File: config.mk
export PLATFORM = sky130hd
export DESIGN_NAME = qphs_mod
export DESIGN_NICKNAME = d
export VERILOG_FILES = /design/src/rtl/core/qphs_pkg.sv /design/src/rtl/core/qphs_mod.sv
export SDC_FILE = /design/constraint.sdc
export NUM_CORES = 1
export LEC_CHECK = 0
export BUFFER_PORTS_ARGS = -buffer_cell sky130_fd_sc_hd__buf_2
export CAP_MARGIN = 25
export CORE_MARGIN = 1.5
export CORE_UTILIZATION = 60
export CTS_CLUSTER_DIAMETER = 120
export DETAILED_ROUTE_END_ITERATION = 10
export GPL_TIMING_DRIVEN = 0
export PLACE_DENSITY = 0.78
export SLEW_MARGIN = 20
export SYNTH_ARGS = -nofsm -noshare
export SYNTH_HDL_FRONTEND = slang
export SYNTH_SLANG_ARGS = --single-unit
File: constraint.sdc
create_clock -name clk -period 10.2 [get_ports clk]
set_input_delay 0.51 -clock clk [delete_from_list [all_inputs] [get_ports clk]]
set_output_delay 0.51 -clock clk [all_outputs]
set_load 0.05 [all_outputs]
File: src/rtl/core/qphs_pkg.sv
package qphs_pkg;

	// table_size register and the slot_index result field
	localparam int SIZE_W     = 11;
	localparam int SLOT_IDX_W = 10;
	localparam logic [SIZE_W-1:0] SIZE_RESET = 11'd1021;
	localparam logic [SIZE_W-1:0] SIZE_MIN   = 11'd2;

	typedef logic [1:0] mark_t;
	typedef logic [1:0] opcode_t;

	localparam mark_t MARK_EMPTY    = 2'd0;
	localparam mark_t MARK_OCCUPIED = 2'd1;
	localparam mark_t MARK_DELETED  = 2'd2;

	localparam opcode_t OP_FIND   = 2'd0;
	localparam opcode_t OP_INSERT = 2'd1;
	localparam opcode_t OP_DELETE = 2'd2;

	// remainder unit retires this many dividend bits per cycle
	localparam int MOD_RADIX_BITS = 4;

endpackage

File: src/rtl/core/qphs_mod.sv
module qphs_mod #(
	parameter int ITEM_WIDTH = 32
) (
	input  logic                         clk,
	input  logic                         arst_n,
	input  logic                         start,
	input  logic [ITEM_WIDTH-1:0]        dividend,
	input  logic [qphs_pkg::SIZE_W-1:0]  divisor,
	output logic                         done,
	output logic [qphs_pkg::SIZE_W-1:0]  remainder
);
	import qphs_pkg::*;

	localparam int DIGITS = (ITEM_WIDTH + MOD_RADIX_BITS - 1) / MOD_RADIX_BITS;
	localparam int PAD_W  = DIGITS * MOD_RADIX_BITS;
	localparam int CNT_W  = $clog2(DIGITS);

	logic [PAD_W-1:0]  num_q;
	logic [SIZE_W-1:0] rem_q;
	logic [SIZE_W-1:0] rem_n;
	logic [CNT_W-1:0]  cnt_q;
	logic              busy_q;
	logic              done_q;

	// restoring remainder, one compare and subtract per dividend bit, MSB first
	always_comb begin
		logic [SIZE_W:0] t;
		rem_n = rem_q;
		for (int k = 0; k < MOD_RADIX_BITS; k++) begin
			t = {rem_n, num_q[PAD_W-1-k]};
			if (t >= {1'b0, divisor}) begin
				t = t - {1'b0, divisor};
			end
			rem_n = t[SIZE_W-1:0];
		end
	end

	always_ff @(posedge clk or negedge arst_n) begin
		if (!arst_n) begin
			busy_q <= 1'b0;
			done_q <= 1'b0;
			cnt_q  <= '0;
		end else begin
			done_q <= 1'b0;
			if (start) begin
				busy_q <= 1'b1;
				cnt_q  <= CNT_W'(DIGITS - 1);
			end else if (busy_q) begin
				if (cnt_q == '0) begin
					busy_q <= 1'b0;
					done_q <= 1'b1;
				end else begin
					cnt_q <= cnt_q - 1'b1;
				end
			end
		end
	end

	always_ff @(posedge clk) begin
		if (start) begin
			num_q <= PAD_W'(dividend);
			rem_q <= '0;
		end else if (busy_q) begin
			num_q <= num_q << MOD_RADIX_BITS;
			rem_q <= rem_n;
		end
	end

	assign done      = done_q;
	assign remainder = rem_q;

endmodule

Word-level counts from Yosys, hierarchy flattened
Cells that the tools add are included.
{"block": "word_totals", "regBits": 48, "in_bits": 46, "out_inout_bits": 12}
{"block": "classes", "n_addsub": 5, "magnitude_cmp": 4, "n_eq_ne": 1, "muxes": 15, "n_reduce_logical": 3}
{"op": "32-bit 2-to-1 mux", "n": 2}
{"op": "12-bit by 11-bit >= comparator with 1-bit output", "n": 4}
{"op": "11-bit 2-to-1 mux", "n": 4}
{"op": "11-bit subtractor", "n": 4}
{"op": "3-bit 2-to-1 mux", "n": 3}
{"op": "1-bit 2-to-1 mux", "n": 6}
{"op": "3-bit zero test", "n": 1}
{"op": "3-bit by 1-bit subtractor with 3-bit output, second input constant", "n": 1}
{"op": "2-bit inequality test, second input constant", "n": 1}
{"op": "2-bit AND reduction", "n": 1}
{"op": "2-bit nonzero test", "n": 1}

Logic depth before layout (Yosys ltp)
Gate-level depths: netlist of run 1.
{"block": "logic_depth", "word_depth": 8, "ltp_mapped": 42, "mapped_depth_nobuf": 38}

Worst setup path after synthesis of run 1
Ideal clock, no wire load.
{"block": "synth_path", "kind": "reg-to-reg", "start": "register rem_q[0] (netlist: remainder[0])", "end": "register rem_q[3] (netlist: remainder[3])", "arrival_ps": 9178, "t_required_ps": 10109, "setup_slack_ps": 931, "stages_incl_launch_ff": 40, "path_buffers": 5, "period_less_slack_ps": 9269, "path_cell_list": "dfxtp_1 -> inv_1 -> fa_1 -> nand2b_1 -> a211oi_2 -> o31a_1 -> or2_1 -> buf_2 -> nand2_1 -> o21ai_0 -> inv_1 -> ha_1 -> a211oi_1 -> o21ai_0 -> nand2_1 -> o21ai_0 -> nor4_4 -> clkbuf_1 -> [4 not listed] -> o21a_1 -> o21ai_0 -> a21o_1 -> a221o_1 -> buf_2 -> buf_1 -> a21oi_1 -> inv_1 -> fa_1 -> nand2b_1 -> a21oi_1 -> o21ai_0 -> a311oi_1 -> nor2_1 -> and2_0 -> clkbuf_1 -> or4_1 -> a311oi_1"}
{"block": "synth_between", "elab_chain_cells": 8, "elab_cells_between_ends": 12, "classes_between": "add/sub: 4; order compare: 4; mux: 4"}
{"element": "from (decl)", "line_no": "qphs_mod.sv:19", "rtl": "logic [SIZE_W-1:0] rem_q;"}
{"element": "from (signal assigned)", "line_no": "qphs_mod.sv:65", "rtl": "rem_q <= rem_n;"}
{"element": "11-bit subtractor or 12-bit by 11-bit >= comparator with 1-bit output (tied branches)", "line_no": "qphs_mod.sv:32, qphs_mod.sv:31"}
{"element": "11-bit 2-to-1 mux *", "line_no": "qphs_mod.sv:31", "rtl": "if (t >= {1'b0, divisor}) begin"}
{"element": "11-bit subtractor or 12-bit by 11-bit >= comparator with 1-bit output (tied branches)", "line_no": "qphs_mod.sv:32, qphs_mod.sv:31"}
{"element": "11-bit 2-to-1 mux *", "line_no": "qphs_mod.sv:31"}
{"element": "12-bit by 11-bit >= comparator with 1-bit output or 11-bit subtractor (tied branches)", "line_no": "qphs_mod.sv:31, qphs_mod.sv:32"}
{"element": "11-bit 2-to-1 mux *", "line_no": "qphs_mod.sv:31"}
{"element": "11-bit subtractor or 12-bit by 11-bit >= comparator with 1-bit output (tied branches)", "line_no": "qphs_mod.sv:32, qphs_mod.sv:31"}
{"element": "11-bit 2-to-1 mux *", "line_no": "qphs_mod.sv:31"}
Every way passes the cells marked *; elsewhere a longest branch is shown, timed or not.
A chain may end at the register's enable or synchronous reset.

Worst setup path after layout of run 1
{"block": "layout_path", "start": "register num_q[31]", "end": "register rem_q[3] (netlist: remainder[3])"}
{"block": "layout_between", "elab_chain_cells": 8, "elab_cells_between_ends": 12, "classes_between": "add/sub: 4; order compare: 4; mux: 4"}
{"element": "from (decl)", "line_no": "qphs_mod.sv:18", "rtl": "logic [PAD_W-1:0] num_q;"}
{"element": "from (signal assigned)", "line_no": "qphs_mod.sv:61", "rtl": "num_q <= PAD_W'(dividend);"}
{"element": "from (signal assigned)", "line_no": "qphs_mod.sv:64", "rtl": "num_q <= num_q << MOD_RADIX_BITS;"}
{"element": "11-bit subtractor or 12-bit by 11-bit >= comparator with 1-bit output (tied branches)", "line_no": "qphs_mod.sv:32, qphs_mod.sv:31"}
{"element": "11-bit 2-to-1 mux *", "line_no": "qphs_mod.sv:31"}
{"element": "11-bit subtractor or 12-bit by 11-bit >= comparator with 1-bit output (tied branches)", "line_no": "qphs_mod.sv:32, qphs_mod.sv:31"}
{"element": "11-bit 2-to-1 mux *", "line_no": "qphs_mod.sv:31"}
{"element": "11-bit subtractor or 12-bit by 11-bit >= comparator with 1-bit output (tied branches)", "line_no": "qphs_mod.sv:32, qphs_mod.sv:31"}
{"element": "11-bit 2-to-1 mux *", "line_no": "qphs_mod.sv:31"}
{"element": "11-bit subtractor or 12-bit by 11-bit >= comparator with 1-bit output (tied branches)", "line_no": "qphs_mod.sv:32, qphs_mod.sv:31"}
{"element": "11-bit 2-to-1 mux *", "line_no": "qphs_mod.sv:31"}
Marks and branches as above.

==> results.py, run 1 <==
metrics = {
    "critical_path": {
        "critPathArrivalTime_ns": 9.86,
        "r2r-end": "remainder[3]",
        "path_delay_family": "compound AO/OA/AOI/OAI gates",
        "cp_num_buf_inv": 9,
        "crit_required_ns": 10.41,
        "r2r_start": "num_q[31]",
        "reg2regPathDepth": 38,
        "max_stage_delay_ns": 0.55,
        "slowest_stage": "or4_1",
        "cp-end-kind": "flop",
        "worst-setup-path-type": "flop to flop",
        "rrSetupSlack_ns": 0.55,
        "path_max_fanout": 10,
        "startpoint_type": "flop",
    },
    "clocking": {
        "insertion_delay_ns": 0.30,
        "cts_tree": "done",
        "h-tree-depth": 2,
        "cts_hold_buf": 0,
        "clkSlewWorstSetupHoldPaths_ns": 0.09,
        "cts_sinks": 48,
        "cts-root-buf": "clkbuf_8",
        "clk_path_buf_depth": 2,
        "numCtsBuffers": 5,
    },
    "routing": {
        "first_pass_iters": 5,
        "ant_nets": 0,
        "drc": 0,
        "drt_iter0_markers": 341,
        "routed_via_density": 6.371,
        "wl_per_cell_um": 18.09,
        "vias": 4396,
        "routed_wl_um": 12480,
    },
    "sta": {
        "finClkSkew_ns": 0.006257,
        "finalHoldViolCount": 0,
        "finalSetupTns_ns": 0,
        "finalSetupViolCount": 0,
        "final.period_utilization": 0.9458,
        "setup_ws_ns": 0.5532,
        "timing.final.crit_period_ns": 9.647,
        "rsz0062_at_grt": "false",
        "slew_violations": 0,
        "tightest_slew_ns": 0.7367,
        "maxSlewHeadroom": 0.5071,
        "max_freq_ghz": 0.1037,
    },
    "synthesis": {
        "ys_types": 63,
        "yosysTopAreaCell": "edfxtp_1",
        "synth_edf_count": 32,
        "syn_area_sq_um": 4653,
        "synthFlopType": "edfxtp_1",
        "syn_avg_cell_area_sq_um": 8.914,
        "synthesis.instances": 522,
        "synth_nets": 618,
        "seq_area_frac_synth": 0.2807,
        "synth_top_area_share": 0.2065,
        "synthArstFlopShare": 0.1042,
        "ys_warn_count": 0,
        "synth_seq_cells": 48,
        "ys_top_cells_by_area": "edfxtp_1 21%, ha_1 12%, mux2_2 9.4%",
    },
    "die": {
        "ios": 58,
        "dieArea_sq_um": 8293,
        "rows": 31,
        "start_util": 0.6314,
        "die_h_um": 91.07,
        "die_x_um": 91.07,
        "coreArea_sq_um": 7370,
    },
    "worst_hold_path": {
        "worstHoldPathType": "input pin to asynchronous set/reset pin",
    },
    "global_routing": {
        "antenna_found_initial": 0,
        "grt_pass1_wl_um": 19690,
        "grt_use_total": 0.3000,
        "grt_overflow": 0,
        "grt_max_degree": 33,
        "grt_pass1_vias": 4079,
    },
    "cells_and_area": {
        "drive_above_1_share": 0.2318,
        "instances_no_fill": 690,
        "n_antenna_cell": 0,
        "fin_nets": 686,
        "finalInstanceArea_sq_um": 5274,
        "area_growth_pct": 13.34,
        "n_fill_cell": 607,
    },
    "placement": {
        "placedCellCount": 677,
        "dpl_worst_slack_ns": -0.9638,
        "hpwl_um": 9849,
        "port_buffers": 56,
        "gp_congestion": 0.9891,
        "postPlaceCellArea_sq_um": 5060,
    },
    "job": {
        "timing.max_cap.violations": 0,
    },
    "run_status": {
        "status": "finished clean",
    },
}
## state kept, by name, indices dropped and copies added (netlist names)
name / count
busy_q: 1
cnt_q: 3
done: 1
num_q: 32
remainder: 11
## Yosys cell counts, types with 3 or more instances
library cell and count:
o21ai_0 33, a211oi_1 10, xor2_1 7, xnor2_1 16, o22ai_1 7, mux2_2 39
a211oi_2 3, inv_1 41, nand2_1 35, o21a_1 7, nand3b_1 4, a21boi_0 3
nor4_1 6, fa_1 4, dfxtp_1 11, or3_1 9, nand2b_1 8, a21o_1 7
dfrtp_1 5, clkbuf_1 11, buf_2 3, a41oi_1 3, nor2_1 36, a311oi_1 5
a21oi_1 26, o211ai_1 3, nor2b_1 3, nand3_1 16, nor3_1 14, and3_1 5
edfxtp_1 32, mux2i_1 10, nand4_1 9, ha_1 46, o31ai_1 3, a31oi_1 3
and2_1 6
## stage by stage
| stage | util | hold WS (ns) |
|---|---|---|
| CTS | 0.7034 | 0.002529 |
| finish | 0.7156 | 0.0007946 |
| floorplan | - | 0.2144 |
| global route | 0.7156 | 0.0004542 |
| global placement | 0.6862 | 0.3298 |
| detailed placement | 0.6866 | 0.3317 |
## how the worst max path moves through the flow
stage,startpoint,endpoint,slack [ns],depth (start not counted)
6_report,num_q[31],remainder[3],0.55,38
5_1_grt,num_q[31],remainder[3],0.12,40
4_1_cts,num_q[31],remainder[3],0.002,40
3_5_place_dp,divisor[5],remainder[3],-0.96,39
3_3_place_gp,divisor[0],remainder[3],-0.83,40
2_1_floorplan,remainder[0],remainder[3],0.93,39
## routing by layer
| layer | track usage | part of all wire |
|---|---|---|
| met5 | 0 | 0 |
| met4 | 0.1003 | 0.028 |
| met3 | 0.04523 | 0.080 |
| met2 | 0.4919 | 0.47 |
| met1 | 0.4032 | 0.42 |
## layout make-up
| class | instances | area [sq um] | share of cell area |
|---|---|---|---|
| multi-input cells | 416 | 3202 | 0.6071 |
| inverters | 43 | 161.4 | 0.03061 |
| clock inverters | 3 | 18.77 | 0.003559 |
| flip-flops and latches | 48 | 1306 | 0.2477 |
| well taps | 99 | 123.9 | 0.02349 |
| clock buffers | 5 | 68.82 | 0.01305 |
| repair buffers | 61 | 321.6 | 0.06097 |
| plain buffers | 15 | 71.32 | 0.01352 |
## timing repair
item | CTS | global route
cloned | 0 | 0
setup endpoints to repair | 11 | 11
resized for setup | 5 | 24
setup buffers | 2 | 3
pin swaps | 2 | 5
endpoints found under the hold margin | 0 | 0
## layout by cell type, fill, tap and decap left out, types with 6 or more instances in the layout
cell type	synthesis	routed
o21ai_0	33	28
mux2_2	39	39
edfxtp_1	32	32
ha_1	46	46
dfxtp_1	11	11
nor3_1	14	13
buf_2	3	58
nor2_1	36	35
nand2b_1	8	8
xnor2_1	16	16
mux2i_1	10	7
nand3_1	16	16
nand2_1	35	34
a211oi_1	10	8
and2_1	6	6
o22ai_1	7	7
xor2_1	7	7
a21o_1	7	7
nand4_1	9	9
inv_1	41	41
or3_1	9	9
a21oi_1	26	24
clkbuf_1	11	10
o21a_1	7	7
## worst register-to-register path, delay by kind of cell, from the launching register on
family	cells	cell delay, ns
compound gates	13	3.25
flops	1	0.38
fa+ha+maj	5	1.62
simple gates	10	2.52
mux	1	0.31
buf+inv	9	1.46
## cell families (layout without fill, tap and decap cells)
family,Yosys count,after routing,synth area share
AOI/OAI and AO/OA,128,128,0.1842
xor gates and xnor gates,23,23,0.04329
adders and majority gates,50,50,0.1409
buffers and inverters,58,127,0.04759
DFF,48,48,0.2807
muxes,49,49,0.1159
and+or+nand+nor,166,166,0.1874
Power of run 1 is left out: the tool's default activity adds up to more than one toggle a clock period on the data nets, which glitch-free logic cannot reach.
==> run 2: changes to the inputs <==
--- a/config.mk
+++ b/config.mk
@@ -13,6 +13,7 @@
 export DETAILED_ROUTE_END_ITERATION = 10
 export GPL_TIMING_DRIVEN = 0
 export PLACE_DENSITY = 0.78
+export RECOVER_POWER = 25
 export SLEW_MARGIN = 20
 export SYNTH_ARGS = -nofsm -noshare
 export SYNTH_HDL_FRONTEND = slang
==> results.py, run 2 (synthesis results as in run 1) <==
metrics = {
    "clocking": {
        "cts_sinks": 48,
        "cts-root-buf": "clkbuf_8",
        "cts_hold_buf": 0,
        "h-tree-depth": 2,
        "numCtsBuffers": 5,
        "clk_path_buf_depth": 2,
        "cts_tree": "done",
        "clkSlewWorstSetupHoldPaths_ns": 0.09,
        "insertion_delay_ns": 0.30,
    },
    "global_routing": {
        "gr-usage-met2": 0.4919,
        "grt_max_degree": 33,
        "grt_util_met3": 0.04523,
        "grt_overflow": 0,
        "antenna_found_initial": 0,
        "grt_pass1_vias": 4079,
        "grt.busiest_layer": "met2",
        "grt_pass1_wl_um": 19690,
        "grt_use_total": 0.3000,
        "use_met1": 0.4032,
    },
    "routing": {
        "drc": 0,
        "routed_wl_um": 12470,
        "wl_per_cell_um": 18.08,
        "vias": 4359,
        "routed_via_density": 6.317,
        "first_pass_iters": 5,
        "ant_nets": 0,
        "drt_iter0_markers": 330,
    },
    "die": {
        "ios": 58,
        "coreArea_sq_um": 7370,
        "start_util": 0.6314,
        "die_x_um": 91.07,
        "rows": 31,
        "dieArea_sq_um": 8293,
        "die_h_um": 91.07,
    },
    "critical_path": {
        "crit_required_ns": 10.41,
        "startpoint_type": "flop",
        "path_delay_family": "compound AO/OA/AOI/OAI gates",
        "max_stage_delay_ns": 0.56,
        "cp-end-kind": "flop",
        "worst-setup-path-type": "flop to flop",
        "cp_num_buf_inv": 9,
        "slowest_stage": "or4_1",
        "critPathArrivalTime_ns": 9.83,
        "path_max_fanout": 10,
    },
    "placement": {
        "hpwl_um": 9849,
        "placedCellCount": 677,
        "port_buffers": 56,
        "gp_congestion": 0.9891,
        "dpl_worst_slack_ns": -0.9638,
        "postPlaceCellArea_sq_um": 5060,
    },
    "run_status": {
        "status": "finished clean",
    },
    "cells_and_area": {
        "final_cell_mix": "53 x buf_2, 46 x ha_1, 41 x inv_1",
        "largest_register_ffs": 32,
        "n_antenna_cell": 0,
        "regMostFlops": "num_q",
        "n_fill_cell": 610,
        "instances_no_fill": 690,
        "fin_util": 0.7148,
        "fin_nets": 686,
        "drive_above_1_share": 0.2234,
        "finalInstanceArea_sq_um": 5268,
        "area_growth_pct": 13.20,
        "mostFrequentLayoutCell": "buf_2",
    },
    "worst_hold_path": {
        "worstHoldPathType": "input pin to asynchronous set/reset pin",
    },
    "job": {
        "timing.max_cap.violations": 0,
    },
    "sta": {
        "tightest_slew_ns": 0.7453,
        "max_freq_ghz": 0.1040,
        "timing.final.crit_period_ns": 9.616,
        "maxSlewHeadroom": 0.5014,
        "finalHoldViolCount": 0,
        "finalSetupViolCount": 0,
        "final.period_utilization": 0.9428,
        "rsz0062_at_grt": "false",
        "setup_ws_ns": 0.5836,
        "slew_violations": 0,
        "finClkSkew_ns": 0.006754,
    },
}
## run 2: cell types whose count changed in the layout (fill, tap and decap cells not counted)
cell / change
clkbuf_1: +5
and2_0: +4
and2_1: -4
buf_2: -5
## run 2: path summary, 6_finish.rpt
check,startpoint,endpoint,slack [ns],cells after the start
worst min register to register,cnt_q[2],done,0.49,1
worst max-delay path,num_q[31],remainder[3],0.58,38
worst max register to register,num_q[31],remainder[3],0.58,38
worst min-delay path,arst_n,cnt_q[1],0.04,1
max in group asynchronous,arst_n,cnt_q[2],9.96,1
min in group clk,dividend[2],num_q[2],0.49,2
## run 2: metal layers
metal,part of all wire,routed length (um)
met2,0.47,5914
met4,0.024,302
met3,0.071,890
met1,0.43,5365
met5,0,0
## run 2: layout make-up
cell class	count	area (sq um)	area share
plain buffers	15	71.32	0.01354
clock buffers	5	68.82	0.01306
clock inverters	3	18.77	0.003563
inverters	43	161.4	0.03064
multi-input cells	416	3202	0.6078
flip-flops and latches	48	1306	0.2480
well taps	99	123.9	0.02352
repair buffers	61	315.3	0.05986
## run 2: per-stage QoR
step,hold slack [ns],TNS [ns]
2_1_floorplan,0.2144,0
3_3_place_gp,0.3298,-5.220
3_5_place_dp,0.3317,-6.817
4_1_cts,0.002529,0
5_1_grt,0.05458,0
6_report,0.03629,0
## run 2: repair_timing
action / CTS / global route
setup endpoints to repair: 11 / 11
resized for setup: 5 / 24
buffers inserted: 2 / 3
gates cloned: 0 / 0
pin swaps: 2 / 5
Power of run 2 is left out for the same reason.
==> run 3: changes to the inputs <==
--- a/config.mk
+++ b/config.mk
@@ -8,11 +8,11 @@
 export BUFFER_PORTS_ARGS = -buffer_cell sky130_fd_sc_hd__buf_2
 export CAP_MARGIN = 25
 export CORE_MARGIN = 1.5
-export CORE_UTILIZATION = 60
+export CORE_UTILIZATION = 45
 export CTS_CLUSTER_DIAMETER = 120
 export DETAILED_ROUTE_END_ITERATION = 10
 export GPL_TIMING_DRIVEN = 0
-export PLACE_DENSITY = 0.78
+export PLACE_DENSITY = 0.6
 export RECOVER_POWER = 25
 export SLEW_MARGIN = 20
 export SYNTH_ARGS = -nofsm -noshare
==> results.py, run 3 (synthesis results as in run 1) <==
metrics = {
    "run_status": {
        "status": "finished clean",
    },
    "sta": {
        "timing.final.crit_period_ns": 9.668,
        "finalSetupViolCount": 0,
        "rsz0062_at_grt": "false",
        "finClkSkew_ns": 0.01306,
        "maxSlewHeadroom": 0.4755,
        "slew_violations": 0,
        "finalHoldViolCount": 0,
        "hold_slack_ns": 0.4829,
        "final.period_utilization": 0.9479,
        "max_freq_ghz": 0.1034,
        "tightest_slew_ns": 0.7807,
    },
    "critical_path": {
        "max_stage_delay_ns": 0.55,
        "crit_path_frequent_cell": "o21ai_0",
        "cp-end-kind": "flop",
        "r2r-end": "remainder[3]",
        "cp_num_cells": 39,
        "reg2regPathDepth": 38,
        "cp_num_buf_inv": 9,
        "cp-endpoint": "remainder[3]",
        "path_delay_family": "compound AO/OA/AOI/OAI gates",
        "crit_required_ns": 10.42,
        "rrSetupSlack_ns": 0.55,
        "critPathArrivalTime_ns": 9.88,
        "slowest_stage": "or4_1",
        "crit_start": "divisor[5]",
        "startpoint_type": "input pin",
        "r2r_start": "num_q[31]",
        "worst-setup-path-type": "input pin to flop",
        "path_max_fanout": 10,
    },
    "routing": {
        "drc": 0,
        "wl_per_cell_um": 17.59,
        "ant_nets": 0,
        "routed_wl_um": 12770,
        "routed_via_density": 5.751,
        "drt_iter0_markers": 240,
        "vias": 4175,
        "first_pass_iters": 5,
    },
    "cells_and_area": {
        "mostFrequentLayoutCell": "buf_2",
        "drive_above_1_share": 0.2243,
        "fin_nets": 688,
        "n_antenna_cell": 0,
        "regMostFlops": "num_q",
        "final_cell_mix": "56 x buf_2, 46 x ha_1, 41 x inv_1",
        "area_growth_pct": 14.22,
        "instances_no_fill": 726,
        "largest_register_ffs": 32,
        "n_fill_cell": 948,
    },
    "global_routing": {
        "grt_overflow": 0,
        "grt_util_met3": 0.02495,
        "grt.busiest_layer": "met2",
        "antenna_found_initial": 0,
        "grt_max_degree": 33,
        "use_met1": 0.3323,
        "gr-usage-met2": 0.3867,
        "grt_use_total": 0.2356,
        "grt_pass1_wl_um": 20510,
        "grt_pass1_vias": 4062,
    },
    "die": {
        "ios": 58,
        "start_util": 0.4696,
        "die_x_um": 104.7,
        "dieArea_sq_um": 10960,
        "die_h_um": 104.7,
        "rows": 36,
        "coreArea_sq_um": 9910,
    },
    "worst_hold_path": {
        "hold_depth": 2,
        "worstHoldPathType": "input pin to flop",
    },
    "placement": {
        "hpwl_um": 10160,
        "gp_congestion": 0.9260,
        "placedCellCount": 711,
        "port_buffers": 56,
    },
    "clocking": {
        "cts_tree": "done",
        "insertion_delay_ns": 0.31,
        "cts_sinks": 48,
        "cts-root-buf": "clkbuf_8",
        "numCtsBuffers": 5,
        "clk_path_buf_depth": 2,
        "h-tree-depth": 2,
        "clkSlewWorstSetupHoldPaths_ns": 0.09,
    },
    "job": {
        "timing.max_cap.violations": 0,
    },
}
## run 3: worst min-delay path by stage
| stage | end | from |
|---|---|---|
| 6_report | num_q[1] | dividend[1] |
| 5_1_grt | num_q[3] | dividend[3] |
| 4_1_cts | num_q[3] | dividend[3] |
| 3_5_place_dp | cnt_q[1] | arst_n |
| 2_1_floorplan | busy_q | arst_n |
| 3_3_place_gp | cnt_q[1] | arst_n |
## run 3: area by class of cell
cell class	count	area, sq um	share of cell area
Timing Repair Buffer	63	331.6	0.06238
Clock inverter	3	18.77	0.003531
Inverter	43	161.4	0.03037
Buffer	15	71.32	0.01342
Multi-Input combinational cell	416	3191	0.6003
Clock buffer	5	68.82	0.01295
Tap cell	133	166.4	0.03131
Sequential cell	48	1306	0.2458
## run 3: what timing repair did
item | CTS | global route
pin swaps | 2 | 4
setup buffers | 2 | 4
setup endpoints to repair | 11 | 11
gates resized for setup | 6 | 19
hold buffers | 1 | 0
endpoints found under the hold margin | 5 | 0
## run 3: metrics by stage
stage / TNS (ns) / cell area (sq um) / setup WS, ns / util
4_1_cts: 0 / 5240 / 0.07294 / 0.5288
3_5_place_dp: -7.192 / 5102 / -1.009 / 0.5149
5_1_grt: 0 / 5315 / 0.002798 / 0.5364
3_3_place_gp: -5.988 / 5100 / -0.8951 / 0.5146
2_1_floorplan: 0 / 4653 / 0.9315 / -
6_report: 0 / 5315 / 0.5317 / 0.5364
## run 3: layer usage
layer  up-vias  wire, um
met4         0       231
met1      1954      6060
met5         -         0
li1       2093         -
met3        15       667
met2       113      5810
Power of run 3 is left out for the same reason.
